`src/rtl/core/tgarle_pkg.sv`:
```
package tgarle_pkg;

	localparam int unsigned HDR_LEN = 18;
	localparam logic [4:0] OFF_KIND = 5'd2;
	localparam logic [4:0] OFF_WIDTH_LO = 5'd12;
	localparam logic [4:0] OFF_WIDTH_HI = 5'd13;
	localparam logic [4:0] OFF_HEIGHT_LO = 5'd14;
	localparam logic [4:0] OFF_HEIGHT_HI = 5'd15;
	localparam logic [4:0] OFF_BPP = 5'd16;
	localparam logic [4:0] OFF_DATA = 5'(HDR_LEN);

	localparam logic [7:0] KIND_RAW = 8'd2;
	localparam logic [7:0] KIND_RLE = 8'd10;
	localparam logic [7:0] BPP_32 = 8'd32;

	localparam logic [1:0] ST_PIXEL = 2'd0;
	localparam logic [1:0] ST_SIZE = 2'd1;
	localparam logic [1:0] ST_KIND = 2'd2;

	localparam logic REG_WIDTH = 1'b0;
	localparam logic REG_HEIGHT = 1'b1;

	typedef enum logic [4:0] {
		PH_HEADER = 5'b00001,
		PH_RAW    = 5'b00010,
		PH_PACKET = 5'b00100,
		PH_COLOR  = 5'b01000,
		PH_DONE   = 5'b10000
	} phase_t;

	typedef struct packed {
		logic [7:0] file_byte;
		logic       first_byte;
	} in_t;

	typedef struct packed {
		logic [1:0]  status;
		logic [31:0] pixel_index;
		logic [7:0]  repeat_count;
		logic [7:0]  blue;
		logic [7:0]  green;
		logic [7:0]  red;
		logic [7:0]  alpha;
		logic        image_done;
	} out_t;

	typedef struct packed {
		logic [15:0] expected_width;
		logic [15:0] expected_height;
	} cfg_t;

endpackage

```
`src/rtl/core/tgarle_parse.sv`:
```
module tgarle_parse (
	input  logic              clk,
	input  logic              arst_n,
	input  logic              advance,
	input  tgarle_pkg::in_t   item,
	input  tgarle_pkg::cfg_t  cfg,
	output logic              has_result,
	output tgarle_pkg::out_t  result
);

	tgarle_pkg::phase_t phase_q, phase_n, eff_phase;
	logic [4:0]  offset_q, offset_n, eff_offset;
	logic [7:0]  kind_q, kind_n;
	logic [15:0] width_q, width_n;
	logic [15:0] height_q, height_n;
	logic [7:0]  bpp_q, bpp_n;
	logic [7:0]  left_q, left_n;
	logic        run_q, run_n;
	logic [1:0]  chan_q, chan_n;
	logic [23:0] color_q, color_n;
	logic [31:0] done_q, done_n;
	logic [31:0] total_q;

	logic [7:0]  b;
	logic [7:0]  pk_len;
	logic [31:0] pk_rem;
	logic [31:0] pk_rem_base;
	logic        pk_decode;
	logic [7:0]  pk_left;
	logic [7:0]  px_count;
	logic [31:0] px_next;
	logic        px_last;

	assign b = item.file_byte;
	assign eff_phase = item.first_byte ? tgarle_pkg::PH_HEADER : phase_q;
	assign eff_offset = item.first_byte ? 5'd0 : offset_q;

	// packet header decode, shared by the first data byte and later packets
	assign pk_len = {1'b0, b[6:0]} + 8'd1;
	assign pk_rem_base = (eff_phase == tgarle_pkg::PH_HEADER) ? 32'd0 : done_q;
	assign pk_rem = total_q - pk_rem_base;
	assign pk_left = ({24'd0, pk_len} > pk_rem) ? pk_rem[7:0] : pk_len;

	// pixel emit
	assign px_count = (eff_phase == tgarle_pkg::PH_COLOR && run_q) ? left_q : 8'd1;
	assign px_next = done_q + {24'd0, px_count};
	assign px_last = px_next >= total_q;

	always_comb begin
		phase_n = eff_phase;
		offset_n = eff_offset;
		kind_n = kind_q;
		width_n = width_q;
		height_n = height_q;
		bpp_n = bpp_q;
		left_n = left_q;
		run_n = run_q;
		chan_n = chan_q;
		color_n = color_q;
		done_n = done_q;
		pk_decode = 1'b0;
		has_result = 1'b0;
		result = '0;
		case (eff_phase)
			tgarle_pkg::PH_HEADER: begin
				if (eff_offset < tgarle_pkg::OFF_DATA) begin
					case (eff_offset)
						tgarle_pkg::OFF_KIND: kind_n = b;
						tgarle_pkg::OFF_WIDTH_LO: width_n = {width_q[15:8], b};
						tgarle_pkg::OFF_WIDTH_HI: width_n = {b, width_q[7:0]};
						tgarle_pkg::OFF_HEIGHT_LO: height_n = {height_q[15:8], b};
						tgarle_pkg::OFF_HEIGHT_HI: height_n = {b, height_q[7:0]};
						tgarle_pkg::OFF_BPP: bpp_n = b;
						default: ;
					endcase
					offset_n = eff_offset + 5'd1;
				end else if (width_q != cfg.expected_width ||
				             height_q != cfg.expected_height ||
				             bpp_q != tgarle_pkg::BPP_32) begin
					phase_n = tgarle_pkg::PH_DONE;
					has_result = 1'b1;
					result.status = tgarle_pkg::ST_SIZE;
				end else if (kind_q != tgarle_pkg::KIND_RAW &&
				             kind_q != tgarle_pkg::KIND_RLE) begin
					phase_n = tgarle_pkg::PH_DONE;
					has_result = 1'b1;
					result.status = tgarle_pkg::ST_KIND;
				end else begin
					done_n = '0;
					left_n = '0;
					run_n = 1'b0;
					color_n = '0;
					if (total_q == 32'd0) begin
						phase_n = tgarle_pkg::PH_DONE;
					end else if (kind_q == tgarle_pkg::KIND_RAW) begin
						phase_n = tgarle_pkg::PH_RAW;
						color_n = {16'd0, b};
						chan_n = 2'd1;
					end else begin
						pk_decode = 1'b1;
					end
				end
			end
			tgarle_pkg::PH_PACKET: begin
				pk_decode = 1'b1;
			end
			tgarle_pkg::PH_RAW, tgarle_pkg::PH_COLOR: begin
				if (chan_q != 2'd3) begin
					case (chan_q)
						2'd0: color_n[7:0] = b;
						2'd1: color_n[15:8] = b;
						default: color_n[23:16] = b;
					endcase
					chan_n = chan_q + 2'd1;
				end else begin
					has_result = 1'b1;
					result.status = tgarle_pkg::ST_PIXEL;
					result.pixel_index = done_q;
					result.repeat_count = px_count;
					result.blue = color_q[7:0];
					result.green = color_q[15:8];
					result.red = color_q[23:16];
					result.alpha = b;
					result.image_done = px_last;
					chan_n = 2'd0;
					color_n = '0;
					done_n = px_next;
					if (eff_phase == tgarle_pkg::PH_COLOR) begin
						if (run_q) begin
							left_n = '0;
							phase_n = tgarle_pkg::PH_PACKET;
						end else begin
							left_n = left_q - 8'd1;
							if (left_q == 8'd1) begin
								phase_n = tgarle_pkg::PH_PACKET;
							end
						end
					end
					if (px_last) begin
						phase_n = tgarle_pkg::PH_DONE;
					end
				end
			end
			default: ;
		endcase
		if (pk_decode) begin
			run_n = b[7];
			left_n = pk_left;
			chan_n = 2'd0;
			color_n = '0;
			phase_n = tgarle_pkg::PH_COLOR;
		end
	end

	always_ff @(posedge clk or negedge arst_n) begin
		if (!arst_n) begin
			phase_q <= tgarle_pkg::PH_HEADER;
			offset_q <= '0;
			kind_q <= '0;
			width_q <= '0;
			height_q <= '0;
			bpp_q <= '0;
			left_q <= '0;
			run_q <= 1'b0;
			chan_q <= '0;
			color_q <= '0;
			done_q <= '0;
			total_q <= '0;
		end else begin
			// product is registered every clock from the stored width and height
			total_q <= {16'd0, width_q} * {16'd0, height_q};
			if (advance) begin
				phase_q <= phase_n;
				offset_q <= offset_n;
				kind_q <= kind_n;
				width_q <= width_n;
				height_q <= height_n;
				bpp_q <= bpp_n;
				left_q <= left_n;
				run_q <= run_n;
				chan_q <= chan_n;
				color_q <= color_n;
				done_q <= done_n;
			end
		end
	end

endmodule

```
`src/rtl/core/tga_rle_image_decoder.sv`:
```
// A result beat is registered: the input register feeds the parser, and the result register
// loads when the held byte advances.
// Throughput: one file byte per clock while result beats are taken; a result beat left
// waiting holds the byte behind it, and the input stalls until that beat is taken.
// Reset: arst_n clears the parser to header offset 0, the header fields and counters,
// and sets both expected size registers to 1; no clearing pass is needed.
module tga_rle_image_decoder (
	input  logic              clk,
	input  logic              arst_n,
	input  logic              byte_valid,
	output logic              byte_ready,
	input  tgarle_pkg::in_t   byte_data,
	output logic              pix_valid,
	input  logic              pix_ready,
	output tgarle_pkg::out_t  pix_data,
	input  logic              psel,
	input  logic              penable,
	input  logic              pwrite,
	input  logic [2:0]        paddr,
	input  logic [31:0]       pwdata,
	output logic [31:0]       prdata,
	output logic              pready
);

	tgarle_pkg::cfg_t cfg_q;
	tgarle_pkg::in_t  item_s1;
	logic             valid_s1;
	logic             advance;
	logic             has_result;
	tgarle_pkg::out_t result;
	tgarle_pkg::out_t pix_data_q;
	logic             pix_valid_q;

	assign pready = 1'b1;
	assign prdata = (paddr[2] == tgarle_pkg::REG_HEIGHT) ?
	                {16'd0, cfg_q.expected_height} : {16'd0, cfg_q.expected_width};

	always_ff @(posedge clk or negedge arst_n) begin
		if (!arst_n) begin
			cfg_q.expected_width <= 16'd1;
			cfg_q.expected_height <= 16'd1;
		end else if (psel && penable && pwrite && pready) begin
			if (paddr[2] == tgarle_pkg::REG_WIDTH) begin
				cfg_q.expected_width <= pwdata[15:0];
			end else begin
				cfg_q.expected_height <= pwdata[15:0];
			end
		end
	end

	// the held byte advances when the result slot is free or being drained
	assign advance = valid_s1 && (!pix_valid_q || pix_ready);
	assign byte_ready = !valid_s1 || advance;

	always_ff @(posedge clk or negedge arst_n) begin
		if (!arst_n) begin
			valid_s1 <= 1'b0;
		end else if (byte_ready) begin
			valid_s1 <= byte_valid;
		end
	end

	always_ff @(posedge clk) begin
		if (byte_ready && byte_valid) begin
			item_s1 <= byte_data;
		end
	end

	tgarle_parse u_parse (
		.clk        (clk),
		.arst_n     (arst_n),
		.advance    (advance),
		.item       (item_s1),
		.cfg        (cfg_q),
		.has_result (has_result),
		.result     (result)
	);

	always_ff @(posedge clk or negedge arst_n) begin
		if (!arst_n) begin
			pix_valid_q <= 1'b0;
		end else if (advance) begin
			pix_valid_q <= has_result;
		end else if (pix_ready) begin
			pix_valid_q <= 1'b0;
		end
	end

	always_ff @(posedge clk) begin
		if (advance && has_result) begin
			pix_data_q <= result;
		end
	end

	assign pix_valid = pix_valid_q;
	assign pix_data = pix_data_q;

	a_stall_cause: assert property (@(posedge clk) disable iff (!arst_n)
		!byte_ready |-> (valid_s1 && pix_valid && !pix_ready))
		else $error("input stalled without a blocked result beat");

	a_count_nonzero: assert property (@(posedge clk) disable iff (!arst_n)
		(pix_valid && pix_data.status == tgarle_pkg::ST_PIXEL) |-> (pix_data.repeat_count != 8'd0))
		else $error("pixel beat with zero repeat count");

	a_error_clean: assert property (@(posedge clk) disable iff (!arst_n)
		(pix_valid && pix_data.status != tgarle_pkg::ST_PIXEL) |->
		(pix_data.repeat_count == 8'd0 && !pix_data.image_done && pix_data.pixel_index == 32'd0))
		else $error("error beat carries pixel fields");

endmodule

```
`config.mk`:
```
export PLATFORM = sky130hd
export DESIGN_NAME = tga_rle_image_decoder
export DESIGN_NICKNAME = d
export VERILOG_FILES = /design/src/rtl/core/tgarle_pkg.sv /design/src/rtl/core/tgarle_parse.sv /design/src/rtl/core/tga_rle_image_decoder.sv
export SDC_FILE = /design/constraint.sdc
export NUM_CORES = 1
export LEC_CHECK = 0
export ABC_AREA = 1
export BUFFER_PORTS_ARGS = -buffer_cell sky130_fd_sc_hd__buf_2
export CAP_MARGIN = 10
export CORE_ASPECT_RATIO = 0.7
export CORE_UTILIZATION = 60
export CTS_BUF_LIST = sky130_fd_sc_hd__clkbuf_2 sky130_fd_sc_hd__clkbuf_4 sky130_fd_sc_hd__clkbuf_8
export CTS_CLUSTER_DIAMETER = 40
export DETAILED_ROUTE_END_ITERATION = 6
export PLACE_DENSITY = 0.83
export SYNTH_ARGS = -nofsm -noshare
export SYNTH_HDL_FRONTEND = slang
export SYNTH_SLANG_ARGS = --single-unit
```
`constraint.sdc`:
```
create_clock -name clk -period 7.4 [get_ports clk]
set_input_delay 1.48 -clock clk [delete_from_list [all_inputs] [get_ports clk]]
set_output_delay 1.48 -clock clk [all_outputs]
set_load 0.05 [all_outputs]
```
==> results.tsv, run 1 <==
stage	metric	value	unit
run_status	status	finished, final reports clean	
synth	Synth Register Bits	275	
synth	post-synthesis adder-cell area fraction	0.2536	
synth	number of flops mapped to enable cells by yosys	84	
synth	Synth async-reset ratio	0.6945	
final_layout	layout cells sized above 1	0.08418	
final_layout	Final #Nets	3756	
timing	Slew headroom	0.1635	
timing	Slew Limit Fails	0	
run	total of max-cap violations	0	
clocking	# resized after CTS	0	
synth	Top FF cell, synth	dfrtp_1	
detailed_routing	post-DR wirelength/cell	16.80	um
global_routing	initial antenna violation count	0	
clocking	CTS tree	yes	
synth	Avg Synthesized Cell Area	7.742	um^2
timing	endpoints failing setup	0	
power	pwr dens	226.7	mW/mm^2
clocking	Clock Path Buffers	3	
clocking	clk sinks	275	
global_routing	first-pass GRT wire length	105500	um
timing	Setup Skew	53.49	ps
clocking	worst skew pair latency	600	ps
global_routing	overall routing resource usage	0.3135	
setup_path	Worst Setup Start Kind	flop	
timing	FMAX	159.4	MHz
global_routing	pin count of the biggest net entering global routing	123	
power	Power Internal	0.003466	W
final_layout	Fillers	3410	
floorplanning	Die ar.	0.04257	mm^2
timing	Final period util	0.8478	
detailed_routing	DR vias	21280	
synth	Synth top area share	0.1879	
final_layout	Ant. Diodes	0	
synth	synthesized cell area	0.02504	mm^2
detailed_routing	drt first pass iters	6	
synth	leading area contributor after synthesis	dfrtp_1	
power	switch share	0.4334	
power	sw power	0.002651	W
timing	setup tns final	0	ps
clocking	CTS root buffer	clkbuf_8	
floorplanning	Site Rows	62	
clocking	CTS clk-pin slew, worst paths	60	ps
detailed_routing	DRT antenna net count	0	
floorplanning	initial core utilization	0.6102	
timing	Least-Margin Pin Slew	1253	ps
synth	Synth Area in Simple Gates	0.2149	
setup_path	Required @ worst endpoint	7820	ps
power	sequential power share	0.328	
setup_path	Setup CP Type	flop to flop	
synth	Synth Area in Compound Gates	0.07580	
detailed_routing	DRT Wirelength	65400	um
final_layout	fin cells	3894	
synth	Cells after Synth	3234	
setup_path	crit path capture type	flop	
power	leak pwr	14.69	nW
floorplanning	Die X-Extent	246.2	um
setup_path	CP Max Fanout	18	
floorplanning	# IOs	161	
setup_path	CP arrival	6690	ps
detailed_routing	First DRT Iteration DRCs	2208	
global_routing	GRT Residual Overflow	0	
placement	dpl hpwl	50150	um
detailed_routing	routed vias/inst	5.465	
power	Combinational Power Share	0.430	
floorplanning	die span in y	172.9	um
placement	Port Buffers	125	
power	VDD IR-drop max	0.2239	mV
clocking	TritonCTS buffer count	44	
clocking	postcts setup bufs	0	
detailed_routing	DRC	0	
power	Clock power frac	0.242	
synth	post-synthesis sequential area ratio	0.2918	
clocking	H-tree depth	2	
synth	Netlist cell types	56	
synth	Post-Synth XOR/XNOR Area	0.03463	
synth	largest cells by area after synthesis	dfrtp_1 19%, fa_1 16%, nand2_1 13%, inv_1 11%, edfxtp_1 10%	
placement	DP Cell Count	3813	
clocking	cts-stage hold buffer count	0	
synth	combinational family with the most area after synthesis	adder cells	
synth	mux cell area share after synthesis	0	
hold_path	HP Class	flop to flop	
floorplanning	core area	0.04104	mm^2
placement	RD Place Congestion	1.012	
synth	Yosys Warn Count	0	
timing	minimum clock period	6274	ps
timing	Final Hold Viols	0	
global_routing	vias in the first global route	20480	
final_layout	area grow syn2layout	7.780	%
timing	RSZ-0062 raised after global routing	no	
-- synthesized netlist by cell type (71+ instances only) --
cell type,number
xor2_1,81
clkbuf_1,71
edfxtp_1,84
nor2_1,223
nand2_1,895
fa_1,196
inv_1,701
ha_1,194
dfrtp_1,188
nand3_1,78
a21oi_1,93
o21ai_0,125
-- through the flow --
stage          power [W]  setup slack [ps]  hold slack [ps]  instance area, um^2    util
6_report        0.006117              1126            484.7                26990  0.6576
2_1_floorplan   0.003930              1743            453.0                25100       -
4_1_cts         0.006061              1246            484.7                26990  0.6576
5_1_grt         0.006567             854.3            509.7                26990  0.6576
3_5_place_dp    0.004564              1296            469.4                25990  0.6333
3_3_place_gp    0.004512              1373            465.8                25990  0.6333
-- metal layers --
metal  part of all wire  vias to the layer above  global-route usage
met2               0.42                     1038              0.4494
met3               0.12                      133             0.07341
met5                  0                        -                   0
li1                   -                    10020                   -
met1               0.44                    10090              0.4736
met4              0.026                        0             0.08644
-- path summary, 6_finish.rpt --
check,startpoint,to,slack (ps),cells past startpoint
min,u_parse.color_q[8],u_parse.color_q[8],480,2
min in group asynchronous,arst_n,u_parse.done_q[30],860,1
max reg2reg,u_parse.width_q[7],u_parse.total_q[27],1130,23
max in group asynchronous,arst_n,cfg_q[23],5370,2
min reg2reg,u_parse.color_q[8],u_parse.color_q[8],480,2
max,u_parse.width_q[7],u_parse.total_q[27],1130,23
-- power groups by stage --
stage          clock [W]  combinational (W)  sequential (W)
6_report         0.00148            0.00263         0.00201
3_3_place_gp           0            0.00249         0.00202
5_1_grt          0.00157            0.00297         0.00203
3_5_place_dp           0            0.00254         0.00202
2_1_floorplan          0            0.00195         0.00198
4_1_cts          0.00150            0.00256         0.00200
-- cell families after synthesis --
group / after synthesis
other cells: 2
buf+inv: 829
compound gates: 323
flops: 275
xor+xnor: 99
simple gates: 1316
fa+ha+maj: 390
-- registers in the layout, summed over array words and instances (netlist names), 8 cells and up --
name / flops
cfg_q: 32
u_parse.kind_q: 8
u_parse.done_q: 32
u_parse.total_q: 32
item_s1: 9
u_parse.color_q: 24
u_parse.bpp_q: 8
u_parse.width_q: 16
u_parse.height_q: 16
u_parse.left_q: 8
pix_data: 75
-- layout make-up --
cell class / count / area (um^2) / share of cell area
clock buffer: 62 / 784.5 / 0.02907
sequential: 275 / 7306 / 0.2707
timing repair buffer: 143 / 782.0 / 0.02898
clock inverter: 19 / 215.2 / 0.007974
tap: 544 / 680.7 / 0.02522
multi-input combinational: 2145 / 14570 / 0.5399
inverter: 706 / 2650 / 0.09820
-- critical path, stage by stage, from the launching register on --
cell and delay, ps:
dfrtp_1 950, nand2_1 210, fa_1 580, inv_1 60
fa_1 490, inv_1 50, fa_1 530, inv_1 50
fa_1 470, inv_1 40, fa_1 470, inv_1 50
fa_1 440, ha_1 360, a21oi_1 190, o21ai_0 120
a21oi_1 300, inv_1 100, nand2_1 70, nand2_1 70
a21bo_2 220, nand2_1 60, nand2_1 50, xor2_1 150
-- cell usage in the layout, fill, tap and decap left out, drive strengths merged, types with 5 or more instances in the layout --
master    n
edfxtp   84
nand2   900
nor2    233
nor4     22
nand4    38
clkbuf   63
a21oi    94
nor3     31
o21ai   156
dfrtp   188
a31oi    11
nand3    80
inv     708
clkinv   11
a21o      5
conb     17
o22ai    26
ha      194
buf     142
o31ai    10
fa      196
xnor2    18
xor2     81
No activity file was read; power rests on OpenSTA's default activity.
==> inputs of run 2 (changes only) <==
- clock period: 7.4 -> 5.9 ns (I/O delays scaled with it)
==> run 2 against run 1 <==
Compared with the run above: global-route usage is 1.0 points higher; sequential share of layout area is 0.32 points lower; combinational power is 26% higher; wire length is 3.6% higher; power is 26% higher; critical path type unchanged; cell area is 1.4% higher; clock skew is 27 ps lower; final cell count is 1.2% higher.
==> results.tsv, run 2 (synthesis results as in run 1) <==
stage	metric	value	unit	change
run_status	status	finished, final reports clean		unchanged
floorplanning	Die ar.	0.04257	mm^2	unchanged
setup_path	CP Max Fanout	13		was 18
global_routing	initial antenna violation count	0		unchanged
detailed_routing	DR vias	21470		was 21280
global_routing	pin count of the biggest net entering global routing	107		was 123
final_layout	area of the multi-input gates	0.01458	mm^2	was 0.01457 mm^2
placement	pre-CTS setup slack	110.9	ps	was 1296 ps
clocking	CTS clk-pin slew, worst paths	70	ps	was 60 ps
timing	FMAX	176.7	MHz	was 159.4 MHz
final_layout	Storage cell area	0.007318	mm^2	was 0.007306 mm^2
timing	Final period util	0.9590		was 0.8478
detailed_routing	First DRT Iteration DRCs	2371		was 2208
timing	Least-Margin Pin Slew	1162	ps	was 1253 ps
final_layout	Ant. Diodes	0		unchanged
timing	Slew headroom	0.2252		was 0.1635
setup_path	slowest stage delay, CP	540	ps	was 950 ps
setup_path	Critical-path top delay cell	fa_1		was dfrtp_1
detailed_routing	routed vias/inst	5.447		was 5.465
global_routing	vias in the first global route	20710		was 20480
clocking	cts-stage hold buffer count	0		unchanged
final_layout	Largest register FFs	75		unchanged
setup_path	crit path capture type	flop		unchanged
placement	RD Place Congestion	1.004		was 1.012
power	leak pwr	14.92	nW	was 14.69 nW
hold_path	HP Class	flop to flop		unchanged
clocking	worst skew pair latency	610	ps	was 600 ps
power	Tot Pwr	0.007727	W	was 0.006117 W
placement	Port Buffers	125		unchanged
run	total of max-cap violations	0		unchanged
clocking	CTS tree	yes		unchanged
final_layout	commonest non-fill, non-tap cells in the layout	894 x nand2_1, 700 x inv_1, 222 x nor2_1		was 895 x nand2_1, 700 x inv_1, 222 x nor2_1
detailed_routing	DRT Wirelength	67780	um	was 65400 um
clocking	Clock Path Buffers	3		unchanged
setup_path	Required @ worst endpoint	6360	ps	was 7820 ps
detailed_routing	DRT antenna net count	0		unchanged
detailed_routing	drt first pass iters	6		unchanged
setup_path	CP arrival	6120	ps	was 6690 ps
power	VDD IR-drop max	0.2367	mV	was 0.2239 mV
timing	RSZ-0062 raised after global routing	no		unchanged
global_routing	overall routing resource usage	0.3237		was 0.3135
final_layout	final core utilization	0.6667		was 0.6576
timing	Slew Limit Fails	0		unchanged
final_layout	Fillers	3364		was 3410
setup_path	Top Family by Delay on Critical Path	adder cells		unchanged
clocking	H-tree depth	2		unchanged
floorplanning	Site Rows	62		unchanged
power	pwr dens	282.4	mW/mm^2	was 226.7 mW/mm^2
floorplanning	core area	0.04104	mm^2	unchanged
global_routing	GRT Residual Overflow	0		unchanged
final_layout	area grow syn2layout	9.269	%	was 7.780%
floorplanning	# IOs	161		unchanged
final_layout	Final #Nets	3802		was 3756
timing	minimum clock period	5658	ps	was 6274 ps
timing	Setup Skew	26.14	ps	was 53.49 ps
floorplanning	die span in y	172.9	um	unchanged
global_routing	first-pass GRT wire length	108200	um	was 105500 um
floorplanning	initial core utilization	0.6102		unchanged
clocking	clk sinks	275		unchanged
detailed_routing	DRC	0		unchanged
clocking	CTS root buffer	clkbuf_8		unchanged
timing	endpoints failing setup	0		unchanged
timing	setup tns final	0	ps	unchanged
final_layout	layout cells sized above 1	0.1016		was 0.08418
setup_path	CP Cell Sequence	buf_4 -> nand2_1 -> fa_1 -> fa_1 -> inv_1 -> fa_1 -> inv_1 -> fa_1 -> fa_1 -> inv_1 -> fa_1 -> ha_1 -> a21oi_1 -> nor2_1 -> nor2_1 -> nand2_1 -> a21bo_2 -> nand2_1 -> nand2_1 -> xor2_1		was nand2_1 -> fa_1 -> inv_1 -> fa_1 -> inv_1 -> fa_1 -> inv_1 -> fa_1 -> inv_1 -> fa_1 -> inv_1 -> fa_1 -> ha_1 -> a21oi_1 -> o21ai_0 -> a21oi_1 -> inv_1 -> nand2_1 -> nand2_1 -> a21bo_2 -> nand2_1 -> nand2_1 -> xor2_1
floorplanning	Die X-Extent	246.2	um	unchanged
timing	Final Hold Viols	0		unchanged
clocking	TritonCTS buffer count	46		was 44
setup_path	Most common cell on crit path	fa_1		
final_layout	most common cell after layout, fill and taps aside	nand2_1		unchanged
setup_path	WP buf/inv	4		was 6
timing	Worst Slack Setup Final	241.7	ps	was 1126 ps
placement	dpl hpwl	52350	um	was 50150 um
setup_path	Worst Setup Start Kind	flop		unchanged
detailed_routing	post-DR wirelength/cell	17.20	um	was 16.80 um
setup_path	Setup CP Type	flop to flop		unchanged
## run 2: changes by cell type in the layout (fill, tap and decap cells not counted), sizes merged
cell,delta
buf,+44
bufinv,-2
clkbuf,+6
clkinv,-3
clkinvlp,+1
inv,+1
## run 2: final cells by class
| class | count | share of cell area |
|---|---|---|
| clock inverter | 16 | 0.005808 |
| inverter | 706 | 0.09686 |
| sequential | 275 | 0.2675 |
| multi-input combinational | 2145 | 0.5329 |
| clock buffer | 68 | 0.03146 |
| timing repair buffer | 187 | 0.04065 |
| tap | 544 | 0.02488 |
## run 2: path summary, 6_finish.rpt
path | slack [ps] | cells past startpoint | from | to
worst max-delay path | 240 | 20 | u_parse.width_q[8] | u_parse.total_q[27]
worst min-delay path | 480 | 2 | u_parse.color_q[8] | u_parse.color_q[8]
worst max register to register | 240 | 20 | u_parse.width_q[8] | u_parse.total_q[27]
worst min register to register | 480 | 2 | u_parse.color_q[8] | u_parse.color_q[8]
max in group asynchronous | 4150 | 2 | arst_n | u_parse.height_q[4]
min in group asynchronous | 600 | 1 | arst_n | u_parse.done_q[31]
## run 2: worst min-delay path: stages (launching register included)
cell	delay [ps]
dfrtp_1	340
nand2_1	60
o21ai_2	50
## run 2: where the power goes
group / leakage (nW) / internal [W] / switching, W / total, W
logic: 11.0 / 0.00105 / 0.00227 / 0.00332
registers: 3.40 / 0.00225 / 0.000266 / 0.00252
clock network: 0.529 / 0.00104 / 0.000850 / 0.00189
total: 14.9 / 0.00434 / 0.00338 / 0.00773
## run 2: what timing repair did
item | CTS | global route
hold endpoints to repair | 0 | 0
setup buffers | 0 | 6
endpoints found under the setup margin | 0 | 13
resized for setup | 0 | 14
## run 2: through the flow
step	area, um^2	std cells	hold slack, ps
finish	27360	3941	481.2
global route	27360	3941	501.1
CTS	27290	3935	482.8
detailed placement	26270	3851	467.5
global placement	26270	3851	466.3
floorplan	25100	3249	453.0
## run 2: per-layer routing
| metal | wire length, um | GRT usage |
|---|---|---|
| met5 | 0 | 0 |
| met4 | 1589 | 0.07867 |
| met3 | 8672 | 0.1057 |
| met2 | 28170 | 0.4609 |
| met1 | 29350 | 0.4760 |
==> inputs of run 3 (changes only) <==
- CTS_BUF_LIST: sky130_fd_sc_hd__clkbuf_2 sky130_fd_sc_hd__clkbuf_4 sky130_fd_sc_hd__clkbuf_8 -> unset
==> run 3 against run 2 <==
Compared with the run above: cell area is 0.91% higher; non-clock buffer count decreased by 5; maximum frequency is 0.66% lower; final cell count shrank 0.58%; die area is the same; via count about the same; critical path depth stayed put; clock power grew 23%; critical path type unchanged; critical endpoint unchanged; largest power group unchanged; highest routed layer unchanged.
==> results.tsv, run 3 (synthesis results as in run 1) <==
stage	metric	value	unit	change
run_status	status	finished, final reports clean		unchanged
clocking	CTS clk-pin slew, worst paths	70	ps	about the same
detailed_routing	uppermost layer routed	met4		unchanged
timing	Final Hold Viols	0		unchanged
placement	DP Area	0.02627	mm^2	unchanged
timing	RSZ-0062 raised after global routing	no		unchanged
run	total of max-cap violations	0		unchanged
global_routing	overall routing resource usage	0.3267		was 0.3237
clocking	worst skew pair latency	570	ps	was 610 ps
placement	RD Place Congestion	1.004		unchanged
power	pwr dens	295.7	mW/mm^2	was 282.4 mW/mm^2
setup_path	CP Max Fanout	13		unchanged
detailed_routing	post-DR wirelength/cell	17.40	um	was 17.20 um
setup_path	reg2reg end	u_parse.total_q[27]		unchanged
detailed_routing	wire length on met2	28660	um	was 28170 um
floorplanning	Die ar.	0.04257	mm^2	unchanged
timing	endpoints failing setup	0		unchanged
global_routing	pin count of the biggest net entering global routing	107		unchanged
floorplanning	# IOs	161		unchanged
timing	Slew headroom	0.2120		was 0.2252
floorplanning	Die X-Extent	246.2	um	unchanged
detailed_routing	DRT Wirelength	68170	um	was 67780 um
final_layout	layout cells sized above 1	0.09632		was 0.1016
setup_path	Critical R2R Launch	u_parse.width_q[8]		unchanged
final_layout	Final #Nets	3787		was 3802
floorplanning	initial core utilization	0.6102		unchanged
floorplanning	core area	0.04104	mm^2	unchanged
placement	Port Buffers	125		unchanged
clocking	CTS root buffer	clkbuf_16		was clkbuf_8
detailed_routing	routed vias/inst	5.483		was 5.447
floorplanning	die span in y	172.9	um	unchanged
power	leak pwr	14.99	nW	was 14.92 nW
setup_path	R2R depth	20		unchanged
placement	pre-CTS setup slack	110.9	ps	unchanged
hold_path	Worst Hold Depth	2		unchanged
setup_path	crit path capture type	flop		unchanged
setup_path	Most common cell on crit path	fa_1		unchanged
placement	dpl hpwl	52350	um	unchanged
setup_path	Required @ worst endpoint	6300	ps	was 6360 ps
clocking	TritonCTS buffer count	36		was 46
hold_path	HP Class	flop to flop		unchanged
timing	FMAX	175.6	MHz	was 176.7 MHz
timing	Final period util	0.9654		was 0.9590
final_layout	commonest non-fill, non-tap cells in the layout	894 x nand2_1, 700 x inv_1, 219 x nor2_1		was 894 x nand2_1, 700 x inv_1, 222 x nor2_1
detailed_routing	Post-Route M1 WL	29330	um	was 29350 um
final_layout	Final Cell Area	0.02761	mm^2	was 0.02736 mm^2
final_layout	Ant. Diodes	0		unchanged
final_layout	most common cell after layout, fill and taps aside	nand2_1		unchanged
power	VDD IR-drop max	0.2948	mV	was 0.2367 mV
floorplanning	Site Rows	62		unchanged
setup_path	Worst Setup Start Kind	flop		unchanged
final_layout	Largest register FFs	75		unchanged
clocking	clk sinks	275		unchanged
clocking	CTS tree	yes		unchanged
timing	setup tns final	0	ps	unchanged
global_routing	first-pass GRT wire length	109500	um	was 108200 um
clocking	Clock Path Buffers	3		unchanged
timing	Worst Slack Setup Final	204.1	ps	was 241.7 ps
setup_path	CP arrival	6100	ps	was 6120 ps
setup_path	slowest stage delay, CP	550	ps	was 540 ps
hold_path	hold path endpoint	u_parse.color_q[1]		was u_parse.color_q[8]
timing	Least-Margin Pin Slew	1182	ps	was 1162 ps
detailed_routing	DRT antenna net count	0		unchanged
clocking	cts-stage hold buffer count	0		unchanged
detailed_routing	First DRT Iteration DRCs	2388		was 2371
detailed_routing	DR vias	21480		was 21470
hold_path	hold_sp	u_parse.color_q[1]		was u_parse.color_q[8]
global_routing	initial antenna violation count	0		unchanged
power	Tot Pwr	0.008165	W	was 0.007727 W
setup_path	Setup CP Type	flop to flop		unchanged
setup_path	Top Family by Delay on Critical Path	adder cells		unchanged
clocking	H-tree depth	2		unchanged
global_routing	vias in the first global route	20890		was 20710
global_routing	GRT Residual Overflow	0		unchanged
setup_path	Critical-path top delay cell	fa_1		unchanged
timing	Setup Skew	40.69	ps	was 26.14 ps
timing	minimum clock period	5696	ps	was 5658 ps
setup_path	WP buf/inv	4		unchanged
final_layout	area grow syn2layout	10.26	%	was 9.269%
timing	Slew Limit Fails	0		unchanged
detailed_routing	Met3 Wirelength	8746	um	was 8672 um
detailed_routing	drt first pass iters	6		unchanged
detailed_routing	DRC	0		unchanged
setup_path	CP Cell Sequence	buf_4 -> nand2_1 -> fa_1 -> fa_1 -> inv_1 -> fa_1 -> inv_1 -> fa_1 -> fa_1 -> inv_1 -> fa_1 -> ha_1 -> a21oi_1 -> nor2_1 -> nor2_1 -> nand2_1 -> a21bo_2 -> nand2_1 -> nand2_1 -> xor2_1		unchanged
setup_path	R2R setup slack	200	ps	was 240 ps
## run 3: cell types whose count changed in the layout (fill, tap and decap cells not counted), sizes merged
cell,delta
inv,+3
buf,-5
clkbuf,-21
## run 3: power breakdown
part	switching, W	leakage, nW	internal [W]
clock network	0.000944	0.622	0.00138
logic	0.00227	11.0	0.00105
registers	0.000268	3.40	0.00225
## run 3: layout make-up
cell class | count | area (um^2)
timing repair buffer | 182 | 1079
multi-input combinational | 2145 | 14600
fill | 3289 | 13430
sequential | 275 | 7317
clock inverter | 19 | 242.7
tap | 544 | 680.7
inverter | 706 | 2650
clock buffer | 47 | 1045
## run 3: worst reg2reg max path, cell delays in order, from the launching register on
cell	delay, ps
dfrtp_1	510
buf_4	320
nand2_1	130
fa_1	550
fa_1	530
inv_1	60
fa_1	540
inv_1	50
fa_1	410
fa_1	520
inv_1	50
fa_1	460
ha_1	360
a21oi_1	250
nor2_1	70
nor2_1	130
nand2_1	100
a21bo_2	230
nand2_1	60
nand2_1	60
xor2_1	150
## run 3: how the worst max path moves through the flow
stage                              startpoint                   to  slack (ps)  cells after the start
after floorplan           u_parse.width_q[10]  u_parse.total_q[24]         240                     22
after global placement     u_parse.width_q[5]  u_parse.total_q[27]         210                     23
after detailed placement   u_parse.width_q[5]  u_parse.total_q[27]         110                     23
after CTS                  u_parse.width_q[5]  u_parse.total_q[27]          80                     23
after global routing       u_parse.width_q[6]  u_parse.total_q[27]           7                     26
final                      u_parse.width_q[8]  u_parse.total_q[27]         200                     20
## run 3: timing repair
item                       CTS  global route
buffers inserted             0             1
setup endpoints to repair    0            13
gates resized for setup      0            21
## run 3: routing by layer
metal / GRT usage / vias to the layer above
li1: - / 10080
met1: 0.4862 / 10190
met2: 0.4752 / 1095
met3: 0.08769 / 116
met4: 0.07350 / 0
met5: 0 / -
## run 3: stage by stage
stage               hold slack [ps]  utilization  cells
global placement              466.3       0.6402   3851
CTS                           482.3       0.6716   3917
floorplan                     453.0            -   3249
detailed placement            467.5       0.6402   3851
global route                  499.7       0.6728   3918
finish                        483.0       0.6728   3918
